<file path="config.mk">
export PLATFORM = sky130hd
export DESIGN_NAME = ps2_mouse_packet_cursor_tracker
export DESIGN_NICKNAME = d
export VERILOG_FILES = /design/src/hw/rtl/ps2mct_pkg.sv /design/src/hw/rtl/ps2mct_assembler.sv /design/src/hw/rtl/ps2mct_axis.sv /design/src/hw/rtl/ps2_mouse_packet_cursor_tracker.sv
export SDC_FILE = /design/constraint.sdc
export NUM_CORES = 1
export LEC_CHECK = 0
export BUFFER_PORTS_ARGS = -buffer_cell sky130_fd_sc_hd__buf_2
export CORE_MARGIN = 10
export CORE_UTILIZATION = 55
export CTS_CLUSTER_SIZE = 14
export DETAILED_ROUTE_END_ITERATION = 6
export GPL_ROUTABILITY_DRIVEN = 0
export PLACE_DENSITY = 0.85
export SLEW_MARGIN = 25
export SYNTH_ARGS = -nofsm -noshare
export SYNTH_HDL_FRONTEND = slang
export SYNTH_HIERARCHICAL = 1
export SYNTH_SLANG_ARGS = --single-unit
</file>
<file path="constraint.sdc">
create_clock -name i_clk -period 10.45 [get_ports i_clk]
set_clock_uncertainty 0.2 [all_clocks]
set_input_delay 1.045 -clock i_clk [delete_from_list [all_inputs] [get_ports i_clk]]
set_output_delay 1.045 -clock i_clk [all_outputs]
set_load 0.02 [all_outputs]
</file>
<file path="src/hw/rtl/ps2mct_pkg.sv">
// Shared types and constants for the PS/2 mouse packet cursor tracker.
package ps2mct_pkg;

    localparam int unsigned BYTE_W   = 8;
    localparam int unsigned SIZE_W   = 13;
    localparam int unsigned BTN_W    = 3;
    localparam int unsigned CFG_IDX_W = 2;
    localparam int unsigned DELTA_W  = 12;

    localparam int unsigned HDR_SYNC_BIT = 3;
    localparam int unsigned HDR_X_SIGN   = 4;
    localparam int unsigned HDR_Y_SIGN   = 5;
    localparam int unsigned HDR_X_OVF    = 6;
    localparam int unsigned HDR_Y_OVF    = 7;

    localparam logic signed [DELTA_W-1:0] OVF_EXTRA = 12'sd255;

    localparam logic [CFG_IDX_W-1:0] CFG_IDX_WIDTH  = 2'd0;
    localparam logic [CFG_IDX_W-1:0] CFG_IDX_HEIGHT = 2'd1;

    localparam logic [SIZE_W-1:0] WIDTH_RESET  = 13'd1024;
    localparam logic [SIZE_W-1:0] HEIGHT_RESET = 13'd768;

    typedef struct packed {
        logic [BYTE_W-1:0] header;
        logic [BYTE_W-1:0] x_byte;
        logic [BYTE_W-1:0] y_byte;
    } t_pkt;

endpackage

</file>
<file path="src/hw/rtl/ps2mct_assembler.sv">
// Packet framing: drops the first byte, syncs on the header bit and gathers three bytes.
module ps2mct_assembler (
    input  logic                            i_clk,
    input  logic                            i_rst_n,
    input  logic                            i_adv,
    input  logic [ps2mct_pkg::BYTE_W-1:0]   i_byte,
    output logic                            o_done,
    output ps2mct_pkg::t_pkt                o_pkt
);

    typedef enum logic [1:0] {
        ST_SKIP,
        ST_HEADER,
        ST_XBYTE,
        ST_YBYTE
    } t_state;

    t_state                         r_state;
    t_state                         n_state;
    logic [ps2mct_pkg::BYTE_W-1:0]  r_header;
    logic [ps2mct_pkg::BYTE_W-1:0]  r_x_byte;

    always_comb begin
        n_state = r_state;
        unique case (r_state)
            ST_SKIP:   n_state = ST_HEADER;
            ST_HEADER: n_state = i_byte[ps2mct_pkg::HDR_SYNC_BIT] ? ST_XBYTE : ST_HEADER;
            ST_XBYTE:  n_state = ST_YBYTE;
            ST_YBYTE:  n_state = ST_HEADER;
            default:   n_state = ST_HEADER;
        endcase
    end

    always_ff @(posedge i_clk) begin
        if (!i_rst_n) begin
            r_state <= ST_SKIP;
        end else if (i_adv) begin
            r_state <= n_state;
        end
    end

    always_ff @(posedge i_clk) begin
        if (i_adv && (r_state == ST_HEADER) && i_byte[ps2mct_pkg::HDR_SYNC_BIT]) begin
            r_header <= i_byte;
        end
        if (i_adv && (r_state == ST_XBYTE)) begin
            r_x_byte <= i_byte;
        end
    end

    assign o_done        = i_adv && (r_state == ST_YBYTE);
    assign o_pkt.header  = r_header;
    assign o_pkt.x_byte  = r_x_byte;
    assign o_pkt.y_byte  = i_byte;

endmodule

</file>
<file path="src/hw/rtl/ps2mct_axis.sv">
// One cursor axis: builds the signed delta, applies it and clamps to the screen.
module ps2mct_axis #(
    parameter int unsigned COORD_BITS = 12
) (
    input  logic [COORD_BITS-1:0]           i_pos,
    input  logic [ps2mct_pkg::BYTE_W-1:0]   i_mag,
    input  logic                            i_neg,
    input  logic                            i_ovf,
    input  logic                            i_sub,
    input  logic [ps2mct_pkg::SIZE_W-1:0]   i_size,
    output logic [COORD_BITS-1:0]           o_pos
);

    localparam int unsigned SW = (COORD_BITS + 2 > ps2mct_pkg::DELTA_W) ?
                                 COORD_BITS + 2 : ps2mct_pkg::DELTA_W;
    localparam int unsigned LW = (COORD_BITS > ps2mct_pkg::SIZE_W) ?
                                 COORD_BITS : ps2mct_pkg::SIZE_W;

    logic signed [ps2mct_pkg::DELTA_W-1:0]  w_base;
    logic signed [ps2mct_pkg::DELTA_W-1:0]  w_delta;
    logic signed [ps2mct_pkg::DELTA_W-1:0]  w_step;
    logic signed [SW-1:0]                   w_sum;
    logic [ps2mct_pkg::SIZE_W-1:0]          w_size_m1;
    logic [LW-1:0]                          w_lim_ext;
    logic [LW-1:0]                          w_top_ext;
    logic [COORD_BITS-1:0]                  w_lim;

    always_comb begin
        w_base  = ps2mct_pkg::DELTA_W'($signed({i_neg, i_mag}));
        w_delta = w_base;
        if (i_ovf) begin
            w_delta = i_neg ? (w_base - ps2mct_pkg::OVF_EXTRA)
                            : (w_base + ps2mct_pkg::OVF_EXTRA);
        end
        w_step = i_sub ? -w_delta : w_delta;
        w_sum  = $signed(SW'(i_pos)) + SW'(w_step);
    end

    always_comb begin
        w_size_m1 = (i_size == '0) ? '0 : (i_size - ps2mct_pkg::SIZE_W'(1));
        w_lim_ext = LW'(w_size_m1);
        w_top_ext = LW'({COORD_BITS{1'b1}});
        if (w_lim_ext > w_top_ext) begin
            w_lim = {COORD_BITS{1'b1}};
        end else begin
            w_lim = w_lim_ext[COORD_BITS-1:0];
        end
    end

    always_comb begin
        if (w_sum[SW-1]) begin
            o_pos = '0;
        end else if (w_sum[SW-2:0] > (SW-1)'(w_lim)) begin
            o_pos = w_lim;
        end else begin
            o_pos = w_sum[COORD_BITS-1:0];
        end
    end

endmodule

</file>
<file path="src/hw/rtl/ps2_mouse_packet_cursor_tracker.sv">
// Top level of the PS/2 mouse packet decoder and clamped cursor tracker.
// A packet's third byte is held in the input register, and its result is then captured in the result register.
// Throughput: one byte per cycle unless a held result is not taken, set by the input register and the result register.
// The packet logic and both axis updates sit between those two registers.
// Reset is synchronous and active low: the first byte is dropped, the cursor returns
// to the origin and the screen size returns to 1024 by 768.
module ps2_mouse_packet_cursor_tracker #(
    parameter int unsigned COORD_BITS = 12
) (
    input  logic                                i_clk,
    input  logic                                i_rst_n,
    input  logic                                i_data_valid,
    output logic                                o_data_ready,
    input  logic [ps2mct_pkg::BYTE_W-1:0]       i_data_byte,
    output logic                                o_res_valid,
    input  logic                                i_res_ready,
    output logic [COORD_BITS-1:0]               o_cursor_x,
    output logic [COORD_BITS-1:0]               o_cursor_y,
    output logic [ps2mct_pkg::BTN_W-1:0]        o_buttons,
    input  logic                                i_cfg_valid,
    output logic                                o_cfg_ready,
    input  logic [ps2mct_pkg::CFG_IDX_W-1:0]    i_cfg_index,
    input  logic [ps2mct_pkg::SIZE_W-1:0]       i_cfg_data
);

    logic                               r_in_valid;
    logic [ps2mct_pkg::BYTE_W-1:0]      r_in_byte;
    logic                               r_out_valid;
    logic [COORD_BITS-1:0]              r_pos_x;
    logic [COORD_BITS-1:0]              r_pos_y;
    logic [ps2mct_pkg::BTN_W-1:0]       r_buttons;
    logic [ps2mct_pkg::SIZE_W-1:0]      r_width;
    logic [ps2mct_pkg::SIZE_W-1:0]      r_height;
    logic                               w_adv;
    logic                               w_done;
    ps2mct_pkg::t_pkt                   w_pkt;
    logic [COORD_BITS-1:0]              n_pos_x;
    logic [COORD_BITS-1:0]              n_pos_y;

    assign w_adv        = r_in_valid && (!r_out_valid || i_res_ready);
    assign o_data_ready = !r_in_valid || w_adv;
    assign o_cfg_ready  = 1'b1;

    always_ff @(posedge i_clk) begin
        if (!i_rst_n) begin
            r_in_valid <= 1'b0;
        end else if (o_data_ready) begin
            r_in_valid <= i_data_valid;
        end
    end

    always_ff @(posedge i_clk) begin
        if (i_data_valid && o_data_ready) begin
            r_in_byte <= i_data_byte;
        end
    end

    always_ff @(posedge i_clk) begin
        if (!i_rst_n) begin
            r_width  <= ps2mct_pkg::WIDTH_RESET;
            r_height <= ps2mct_pkg::HEIGHT_RESET;
        end else if (i_cfg_valid && o_cfg_ready) begin
            unique case (i_cfg_index)
                ps2mct_pkg::CFG_IDX_WIDTH:  r_width  <= i_cfg_data;
                ps2mct_pkg::CFG_IDX_HEIGHT: r_height <= i_cfg_data;
                default: ;
            endcase
        end
    end

    ps2mct_assembler u_assembler (
        .i_clk   (i_clk),
        .i_rst_n (i_rst_n),
        .i_adv   (w_adv),
        .i_byte  (r_in_byte),
        .o_done  (w_done),
        .o_pkt   (w_pkt)
    );

    ps2mct_axis #(.COORD_BITS(COORD_BITS)) u_axis_x (
        .i_pos  (r_pos_x),
        .i_mag  (w_pkt.x_byte),
        .i_neg  (w_pkt.header[ps2mct_pkg::HDR_X_SIGN]),
        .i_ovf  (w_pkt.header[ps2mct_pkg::HDR_X_OVF]),
        .i_sub  (1'b0),
        .i_size (r_width),
        .o_pos  (n_pos_x)
    );

    // Screen rows grow downward, so the Y delta is subtracted.
    ps2mct_axis #(.COORD_BITS(COORD_BITS)) u_axis_y (
        .i_pos  (r_pos_y),
        .i_mag  (w_pkt.y_byte),
        .i_neg  (w_pkt.header[ps2mct_pkg::HDR_Y_SIGN]),
        .i_ovf  (w_pkt.header[ps2mct_pkg::HDR_Y_OVF]),
        .i_sub  (1'b1),
        .i_size (r_height),
        .o_pos  (n_pos_y)
    );

    always_ff @(posedge i_clk) begin
        if (!i_rst_n) begin
            r_out_valid <= 1'b0;
            r_pos_x     <= '0;
            r_pos_y     <= '0;
        end else if (w_done) begin
            r_out_valid <= 1'b1;
            r_pos_x     <= n_pos_x;
            r_pos_y     <= n_pos_y;
        end else if (i_res_ready) begin
            r_out_valid <= 1'b0;
        end
    end

    always_ff @(posedge i_clk) begin
        if (w_done) begin
            r_buttons <= w_pkt.header[ps2mct_pkg::BTN_W-1:0];
        end
    end

    assign o_res_valid = r_out_valid;
    assign o_cursor_x  = r_pos_x;
    assign o_cursor_y  = r_pos_y;
    assign o_buttons   = r_buttons;

    a_pos_held_while_stalled: assert property (@(posedge i_clk) disable iff (!i_rst_n)
        (r_out_valid && !i_res_ready) |=> ($stable(r_pos_x) && $stable(r_pos_y)))
        else $error("Cursor changed while a result beat was stalled.");

    a_result_from_advance: assert property (@(posedge i_clk) disable iff (!i_rst_n)
        (!r_out_valid ##1 r_out_valid) |-> $past(w_adv))
        else $error("Result appeared without an advancing byte.");

    a_ready_low_only_when_full: assert property (@(posedge i_clk) disable iff (!i_rst_n)
        !o_data_ready |-> (r_in_valid && r_out_valid))
        else $error("Input stalled while the pipeline could advance.");

endmodule
</file>
Word-level counts from Yosys, hierarchy flattened. Index checks and enable logic that the tools add are counted.

RAM bits: 0. Memories kept: 0. Bits of input ports: 28. Logic and storage cells: 62. Bits in latches: 0. Output and inout port bits: 30. Memory bits (read-only): 0. Register bits: 81.

Reductions and logical operators: 18. Bitwise logic cells: 0. Multiply operators: 0. Add/sub/neg operators: 9. Multiplexer cells: 16. Div/mod/pow operators: 0. $lt $le $gt $ge: 4. Equal/unequal tests: 4. Shift operators: 0.

Operators by type and width (count): 2-to-1 mux 12 bit (10); adder 13 x 12 -> 14 bit (2); > comparator 13 x 12 -> 1 bit (2); > comparator 13 x 12 -> 1 bit (second input constant) (2); logical NOT 13 bit (2); 2-to-1 mux 13 bit (2); subtractor 13 x 1 -> 13 bit (second input constant) (2); adder 9 x 9 -> 10 bit (second input constant) (2); subtractor 9 x 9 -> 10 bit (second input constant) (2); negation 12 bit (1); logical AND 1 bit (6); one-hot mux 2 bit (3 select lines) (1); == test 2 x 1 -> 1 bit (second input constant) (2); == test 2 bit (second input constant) (2); logical NOT 2 bit (2); AND reduction 2 bit (2); logical NOT 1 bit (2); logical OR 1 bit (2); 2-to-1 mux 1 bit (2); 2-to-1 mux 2 bit (1); nonzero test 2 bit (1); OR reduction 2 bit (1).

Longest topological paths before layout. Gate-level depths: netlist of the first run.

Depth after elaboration: 8. Depth in mapped cells: 27.

By module. The synthesis of the first run kept the hierarchy.

Modules (own cells, without submodules): ps2_mouse_packet_cursor_tracker (cells each 205, area each 2361.0 µm², instances 1, seq. area each 1371.3 µm²); ps2mct_axis (u_axis_y) (cells each 308, area each 2212.1 µm², instances 1, seq. area each 0.0 µm²); ps2mct_axis (u_axis_x) (cells each 279, area each 2193.4 µm², instances 1, seq. area each 0.0 µm²); ps2mct_assembler (cells each 34, area each 633.1 µm², instances 1, seq. area each 520.5 µm²).

Worst setup path after synthesis of the first run. OpenSTA, ideal clock, no wires.

Path kind: flip-flop to flip-flop. Start point: register r_in_byte[0] in the netlist's numbering. End point: register r_pos_y[5] (netlist: o_cursor_y[5]). Period minus slack after synthesis: 5662 ps. Slack: 4788 ps. Path buffers: 1. Stages on the path, launching flop included: 25. Required time: 10185 ps. Arrival: 5396 ps. Setup time: 65 ps. Cell sequence: edfxtp_1 buf_4 fa_1 a211oi_2 nor2_1 xor2_1 a2111oi_4 o21ai_0 nand2_1 xnor2_1 ha_1 a21oi_1 inv_1 o311a_1 or4_1 nand3_1 ha_1 and4_1 a211oi_1 nand2_1 o21ai_0 nand3_2 a211oi_1 mux2i_1 nor2b_1.

Word-level cells in the longest chain between the ends: 8.

RTL lines: start, declared (RTL line ps2_mouse_packet_cursor_tracker.sv:27) `logic [ps2mct_pkg::BYTE_W-1:0] r_in_byte;`; start signal, assigned (RTL line ps2_mouse_packet_cursor_tracker.sv:54) `r_in_byte <= i_data_byte;`; adder 9 x 9 -> 10 bit or subtractor 9 x 9 -> 10 bit (tied branches) (RTL line ps2mct_axis.sv:33, ps2mct_axis.sv:32); 2-to-1 mux 12 bit (RTL line ps2mct_axis.sv:32) `w_delta = i_neg ? (w_base - ps2mct_pkg::OVF_EXTRA)`; 2-to-1 mux 12 bit (*) (RTL line ps2mct_axis.sv:31) `if (i_ovf) begin`; negation 12 bit (*) (RTL line ps2mct_axis.sv:35) `w_step = i_sub ? -w_delta : w_delta;`; adder 13 x 12 -> 14 bit (*) (RTL line ps2mct_axis.sv:36) `w_sum = $signed(SW'(i_pos)) + SW'(w_step);`; > comparator 13 x 12 -> 1 bit (RTL line ps2mct_axis.sv:53) `end else if (w_sum[SW-2:0] > (SW-1)'(w_lim)) begin`; 2-to-1 mux 12 bit (RTL line ps2mct_axis.sv:53); 2-to-1 mux 12 bit (*) (RTL line ps2mct_axis.sv:51) `if (w_sum[SW-1]) begin`; net n_pos_y[5] (RTL line ps2_mouse_packet_cursor_tracker.sv:38) `logic [COORD_BITS-1:0] n_pos_y;`; end signal, assigned (RTL line ps2_mouse_packet_cursor_tracker.sv:109) `r_pos_y <= n_pos_y;`; end, declared (RTL line ps2_mouse_packet_cursor_tracker.sv:30) `logic [COORD_BITS-1:0] r_pos_y;`.

Mark *: on every way through the listed nets, which the timed path passes. The rest lies on a longest branch. A chain may end at the register's enable or synchronous reset.

Worst setup path after layout of the first run.
Start point: register u_assembler/r_header[5] in the netlist's numbering. End point: register r_pos_y[4] (netlist: o_cursor_y[4]).

Word-level cells in the longest chain between the ends: 8.

RTL lines: start, declared (RTL line ps2mct_assembler.sv:20) `logic [ps2mct_pkg::BYTE_W-1:0] r_header;`; start signal, assigned (RTL line ps2mct_assembler.sv:44) `r_header <= i_byte;`; adder 9 x 9 -> 10 bit or subtractor 9 x 9 -> 10 bit (tied branches) (RTL line ps2mct_axis.sv:33, ps2mct_axis.sv:32); 2-to-1 mux 12 bit (RTL line ps2mct_axis.sv:32); 2-to-1 mux 12 bit (*) (RTL line ps2mct_axis.sv:31); negation 12 bit (*) (RTL line ps2mct_axis.sv:35); adder 13 x 12 -> 14 bit (*) (RTL line ps2mct_axis.sv:36); > comparator 13 x 12 -> 1 bit (RTL line ps2mct_axis.sv:53); 2-to-1 mux 12 bit (RTL line ps2mct_axis.sv:53); 2-to-1 mux 12 bit (*) (RTL line ps2mct_axis.sv:51); net n_pos_y[4] (RTL line ps2_mouse_packet_cursor_tracker.sv:38).

Marks and branches as above.

==> metrics.txt, run 1 <==
Row Count 42; Worst path most repeated cell nand2_1; Total Nets Final 963; die width 135.8 um; I/O Pins 58; CTS tree done; H-tree Lvls 3; clock root buffer clkbuf_16; fin crit share 62.26%; Yosys Warn Count 6; worst min path class flip-flop to flip-flop; RSZ-0062 raised after global routing no; Area Overhead vs Synth 7.606%; transition time at the pin with the least slew margin 0.9378 ns; CTS Hold Bufs 0; Post-Syn Instances 825; GRT overflow 0; Num CTS Buffers 9; # resized after CTS 0; initial drt markers 417; drc violations 0; Final Hold Fails 0; commonest non-fill, non-tap cell in the layout nand2_1; mapped cell area 7370 um^2; die area 18430 um^2; Crit-path slowest cell a2111oi_0; drt wl/cell 16.35 um; Hold Slack 0.2214 ns; Vias per Instance 5.919; antenna violations before repair 0; worst vdd ir 77.38 uV; leakage 3.292 nW; Max transition margin 37.48%; Max Fclk 0.1537 GHz; crit path kind flip-flop to flip-flop; Starting Density 55.87%; Sink Count 80; vias in the first global route 6080; gr usage total 18.56%; worst-path fanout max 10; Routed Antenna Nets 0; Final Max Slew Viols 0; Arr. time, crit path 6.58 ns; CTS clock-pin slew for the worst setup and hold paths 0.07 ns; via count 6144; fin cells 1038; core area 13190 um^2; first-pass GRT wire length 28440 um; dpl hpwl 12900 um; total negative slack 0 ns; Critical Path RT 10.53 ns; Final min period 6.506 ns; ANT cells 0; crit path capture type flip-flop; Finish-stage setup viols 0; dpl cells 1022; startpoint types flip-flop; Routed WL 16970 um; Bufs on Longest Clock Path 2; max_cap viols 0; Port Buf Inserts 56; largest net degree at the start of global routing 68; most frequent cells in the layout 76 x nand2_1, 74 x ha_1, 56 x buf_2; postcts setup bufs 0; Clk Latency, worst-skew pair 0.35 ns; Mean Syn Cell Area 8.933 um^2; layout cells sized above 1 14.04%; Pwr per Cell Area 111.4 nW/um^2; total power 0.8831 mW; Die Ht 135.8 um; Critical Path Max Stage Delay 0.61 ns; outcome complete, no violations; DR pass1 iterations 5
[stage by stage]
stage	instance area, um^2	setup slack [ns]	utilization [%]
2_1_floorplan	7373	4.788	-
3_3_place_gp	7632	4.394	57.86
3_5_place_dp	7632	4.120	57.86
4_1_cts	7923	4.080	60.06
5_1_grt	7930	3.428	60.12
6_report	7930	3.944	60.12
[final cells by class]
class | count | area (um^2)
Tap cell | 176 | 220.2
Inverter | 42 | 157.7
Multi-Input combinational cell | 665 | 5097
Timing Repair Buffer | 59 | 302.8
Clock inverter | 6 | 51.30
Clock buffer | 10 | 239.0
Fill cell | 1125 | 5260
Sequential cell | 80 | 1862
[path summary, 6_finish.rpt]
| path | from | endpoint | slack (ns) | cells past startpoint |
|---|---|---|---|---|
| setup / recovery | u_assembler/r_header[5]$_DFFE_PP_ | o_cursor_y[4]$_SDFFE_PN0P_ | 3.94 | 25 |
| hold / removal | u_assembler/r_header[2]$_DFFE_PP_ | o_buttons[2]$_DFFE_PP_ | 0.22 | 0 |
| setup reg to reg | u_assembler/r_header[5]$_DFFE_PP_ | o_cursor_y[4]$_SDFFE_PN0P_ | 3.94 | 25 |
| hold reg to reg | u_assembler/r_header[2]$_DFFE_PP_ | o_buttons[2]$_DFFE_PP_ | 0.22 | 0 |
[worst max-delay path, delay by kind of cell (launching register included)]
kind | cells | cell delay, ns
compound gates | 6 | 2.20
simple gates | 9 | 1.59
fa+ha+maj | 4 | 1.12
buf+inv | 3 | 0.43
flops | 1 | 0.41
mux | 2 | 0.41
xor+xnor | 1 | 0.07
[layer usage]
metal	track usage [%]	vias to the layer above	share of wire, %
met5	0	-	0
met4	6.699	0	1.8
met3	4.117	27	4.6
met2	33.02	151	50
met1	21.21	2888	44
li1	-	3078	-
[flip-flops by register name (all words and copies together), names as in the netlist]
signal and cells:
r_height 13, r_width 13, o_cursor_x 12, o_cursor_y 12, r_in_byte 8, u_assembler/r_x_byte 8
u_assembler/r_header 7, o_buttons 3, u_assembler/r_state 2, o_res_valid 1, r_in_valid 1
[report_power, final]
group	switching (mW)	total, mW	leakage, nW	internal [mW]
registers	0.0108	0.340	0.678	0.329
clock network	0.139	0.309	0.140	0.170
logic	0.134	0.234	2.47	0.101
total	0.283	0.883	3.29	0.600
Note: power is estimated with default switching activity, not from simulation.
==> inputs of run 2 (changes only) <==
--- a/config.mk
+++ b/config.mk
@@ -11,7 +11,7 @@
 export CTS_CLUSTER_SIZE = 14
 export DETAILED_ROUTE_END_ITERATION = 6
 export GPL_ROUTABILITY_DRIVEN = 0
-export PLACE_DENSITY = 0.85
+export PLACE_DENSITY = 0.88
 export SLEW_MARGIN = 25
 export SYNTH_ARGS = -nofsm -noshare
 export SYNTH_HDL_FRONTEND = slang
==> constraint.sdc (replaced) <==
create_clock -name i_clk -period 5.4 [get_ports i_clk]
set_clock_uncertainty 0.2 [all_clocks]
set_input_delay 0.54 -clock i_clk [delete_from_list [all_inputs] [get_ports i_clk]]
set_output_delay 0.54 -clock i_clk [all_outputs]
set_load 0.02 [all_outputs]
==> metrics.txt, run 2 (same netlist as run 1, synthesis figures left out) <==
Worst path most repeated cell nand2_1; FF-to-FF path depth 28; Vias per Instance 6.271; dpl cells 1067; leakage 3.747 nW; initial drt markers 657; Starting Density 55.87%; largest net degree at the start of global routing 68; Hold EP r_in_byte[0]$_DFFE_PP_; Final Max Slew Viols 0; vias in the first global route 6525; Area Overhead vs Synth 22.28%; DR pass1 iterations 6; die area 18430 um^2; busiest grt layer met2; gr usage total 20.58%; Core Util, Final 68.32%; fin cells 1115; FF-to-FF setup slack -0.45 ns; M2 GR Usage 36.64%; total negative slack -4.571 ns; Crit-path slowest cell fa_2; failing checks negative setup slack; H-tree Lvls 3; clock root buffer clkbuf_16; FF-to-FF End o_cursor_y[4]$_SDFFE_PN0P_; crit path capture type flip-flop; worst-path fanout max 6; RSZ-0062 raised after global routing yes; crit path kind flip-flop to flip-flop; Port Buf Inserts 56; startpoint types flip-flop; Finish-stage setup viols 12; core area 13190 um^2; Pint 1.240 mW; grt met3 use 3.969%; Total Nets Final 1040; drt wl/cell 19.50 um; Max transition margin 36.10%; layout cells sized above 1 27.58%; Hold Crit Start i_data_byte[0]; CTS clock-pin slew for the worst setup and hold paths 0.06 ns; die width 135.8 um; GR Util met1 23.19%; antenna violations before repair 0; via count 6992; I/O Pins 58; Final min period 5.853 ns; worst reg2reg startpoint u_assembler/r_header[5]$_DFFE_PP_; pre-CTS setup slack -0.4350 ns; first-pass GRT wire length 31010 um; Routed WL 21740 um; ANT cells 0; Critical Path Max Stage Delay 0.41 ns; Row Count 42; Sink Count 80; largest registers r_height: 13 flops, r_width: 13 flops; Bufs on Longest Clock Path 2; Comb power frac 32.9%; Critical Path RT 5.48 ns; fillers 923; Arr. time, crit path 5.94 ns; Hold Slack 0.1664 ns; transition time at the pin with the least slew margin 0.9585 ns; switching pwr 0.6248 mW; Num CTS Buffers 9; max_cap viols 0; GRT overflow 0; CTS tree done; Sw Ratio 33.50%; fin crit share 108.4%; Worst Setup Slack, final -0.4532 ns; outcome finished, violations left; worst min path class input pin to flip-flop; Routed Antenna Nets 0; Max Fclk 0.1708 GHz; Final Hold Fails 0; Clk Latency, worst-skew pair 0.35 ns; Pwr per Cell Area 207.0 nW/um^2; clock power share 32.1%; Die Ht 135.8 um; drc violations 0; Flop pwr share 35.0%; most frequent cells in the layout 75 x nand2_1, 75 x buf_4, 66 x ha_1; Hold Crit Depth 1; worst vdd ir 178.6 uV; dpl hpwl 14000 um
## run 2: changes by cell type in the layout (fill, tap and decap cells not counted), sizes merged
| cell | delta |
|---|---|
| clkinvlp | +1 |
| clkbuf | +1 |
| buf | +76 |
| nand3 | +1 |
| inv | -2 |
## run 2: final cells by class
| cell class | count | area (um^2) | share of cell area [%] |
|---|---|---|---|
| Sequential cell | 80 | 1862 | 20.66 |
| Clock inverter | 5 | 41.29 | 0.4582 |
| Clock buffer | 11 | 246.5 | 2.735 |
| Timing Repair Buffer | 135 | 888.4 | 9.858 |
| Inverter | 42 | 162.7 | 1.805 |
| Tap cell | 176 | 220.2 | 2.444 |
| Multi-Input combinational cell | 666 | 5590 | 62.04 |
## run 2: worst max-delay path, delay by kind of cell, from the launching register on
family | cells | cell delay [ns]
compound gates | 7 | 1.66
xor+xnor | 2 | 0.42
fa+ha+maj | 3 | 1.02
buf+inv | 4 | 0.56
flops | 1 | 0.37
mux | 1 | 0.11
simple gates | 11 | 1.44
## run 2: power by group through the flow
stage / Sequential (mW) / Clock [mW] / Combinational [mW]
after floorplan: 0.659 / 0 / 0.376
after detailed placement: 0.665 / 0 / 0.487
after global placement: 0.664 / 0 / 0.469
after global routing: 0.654 / 0.632 / 0.651
final: 0.652 / 0.599 / 0.613
after CTS: 0.651 / 0.606 / 0.520
## run 2: per-layer routing
layer / up-vias / part of all wire [%] / wire length, um
met1: 3344 / 39 / 8548
met2: 341 / 50 / 10800
met4: 0 / 4.2 / 916
met3: 88 / 6.8 / 1480
met5: - / 0 / 0
li1: 3219 / - / -
## run 2: stage by stage
step / area, um^2 / total power [mW]
CTS: 8462 / 1.777
floorplan: 7381 / 1.035
detailed placement: 7978 / 1.152
global placement: 7978 / 1.133
finish: 9011 / 1.865
global route: 9011 / 1.937
## run 2: worst max-delay path by stage
| stage | from | endpoint | slack [ns] | cells past startpoint |
|---|---|---|---|---|
| final | u_assembler/r_header[5]$_DFFE_PP_ | o_cursor_y[4]$_SDFFE_PN0P_ | -0.45 | 28 |
| after CTS | r_in_byte[1]$_DFFE_PP_ | o_cursor_y[11]$_SDFFE_PN0P_ | -0.11 | 23 |
| after global placement | u_assembler/r_header[5]$_DFFE_PP_ | o_cursor_y[11]$_SDFFE_PN0P_ | -0.23 | 25 |
| after global routing | u_assembler/r_header[5]$_DFFE_PP_ | o_cursor_y[4]$_SDFFE_PN0P_ | -0.61 | 28 |
| after detailed placement | u_assembler/r_header[5]$_DFFE_PP_ | o_cursor_y[5]$_SDFFE_PN0P_ | -0.44 | 26 |
| after floorplan | u_assembler/r_header[5]$_DFFE_PP_ | o_cursor_y[11]$_SDFFE_PN0P_ | 0.02 | 25 |
## run 2: repair_timing
action                                  CTS  global route
gates cloned                              1             0
buffers inserted                         11            21
resized for setup                        22            71
pin swaps                                24            48
endpoints found under the setup margin   22            24
hold buffers                              0             0
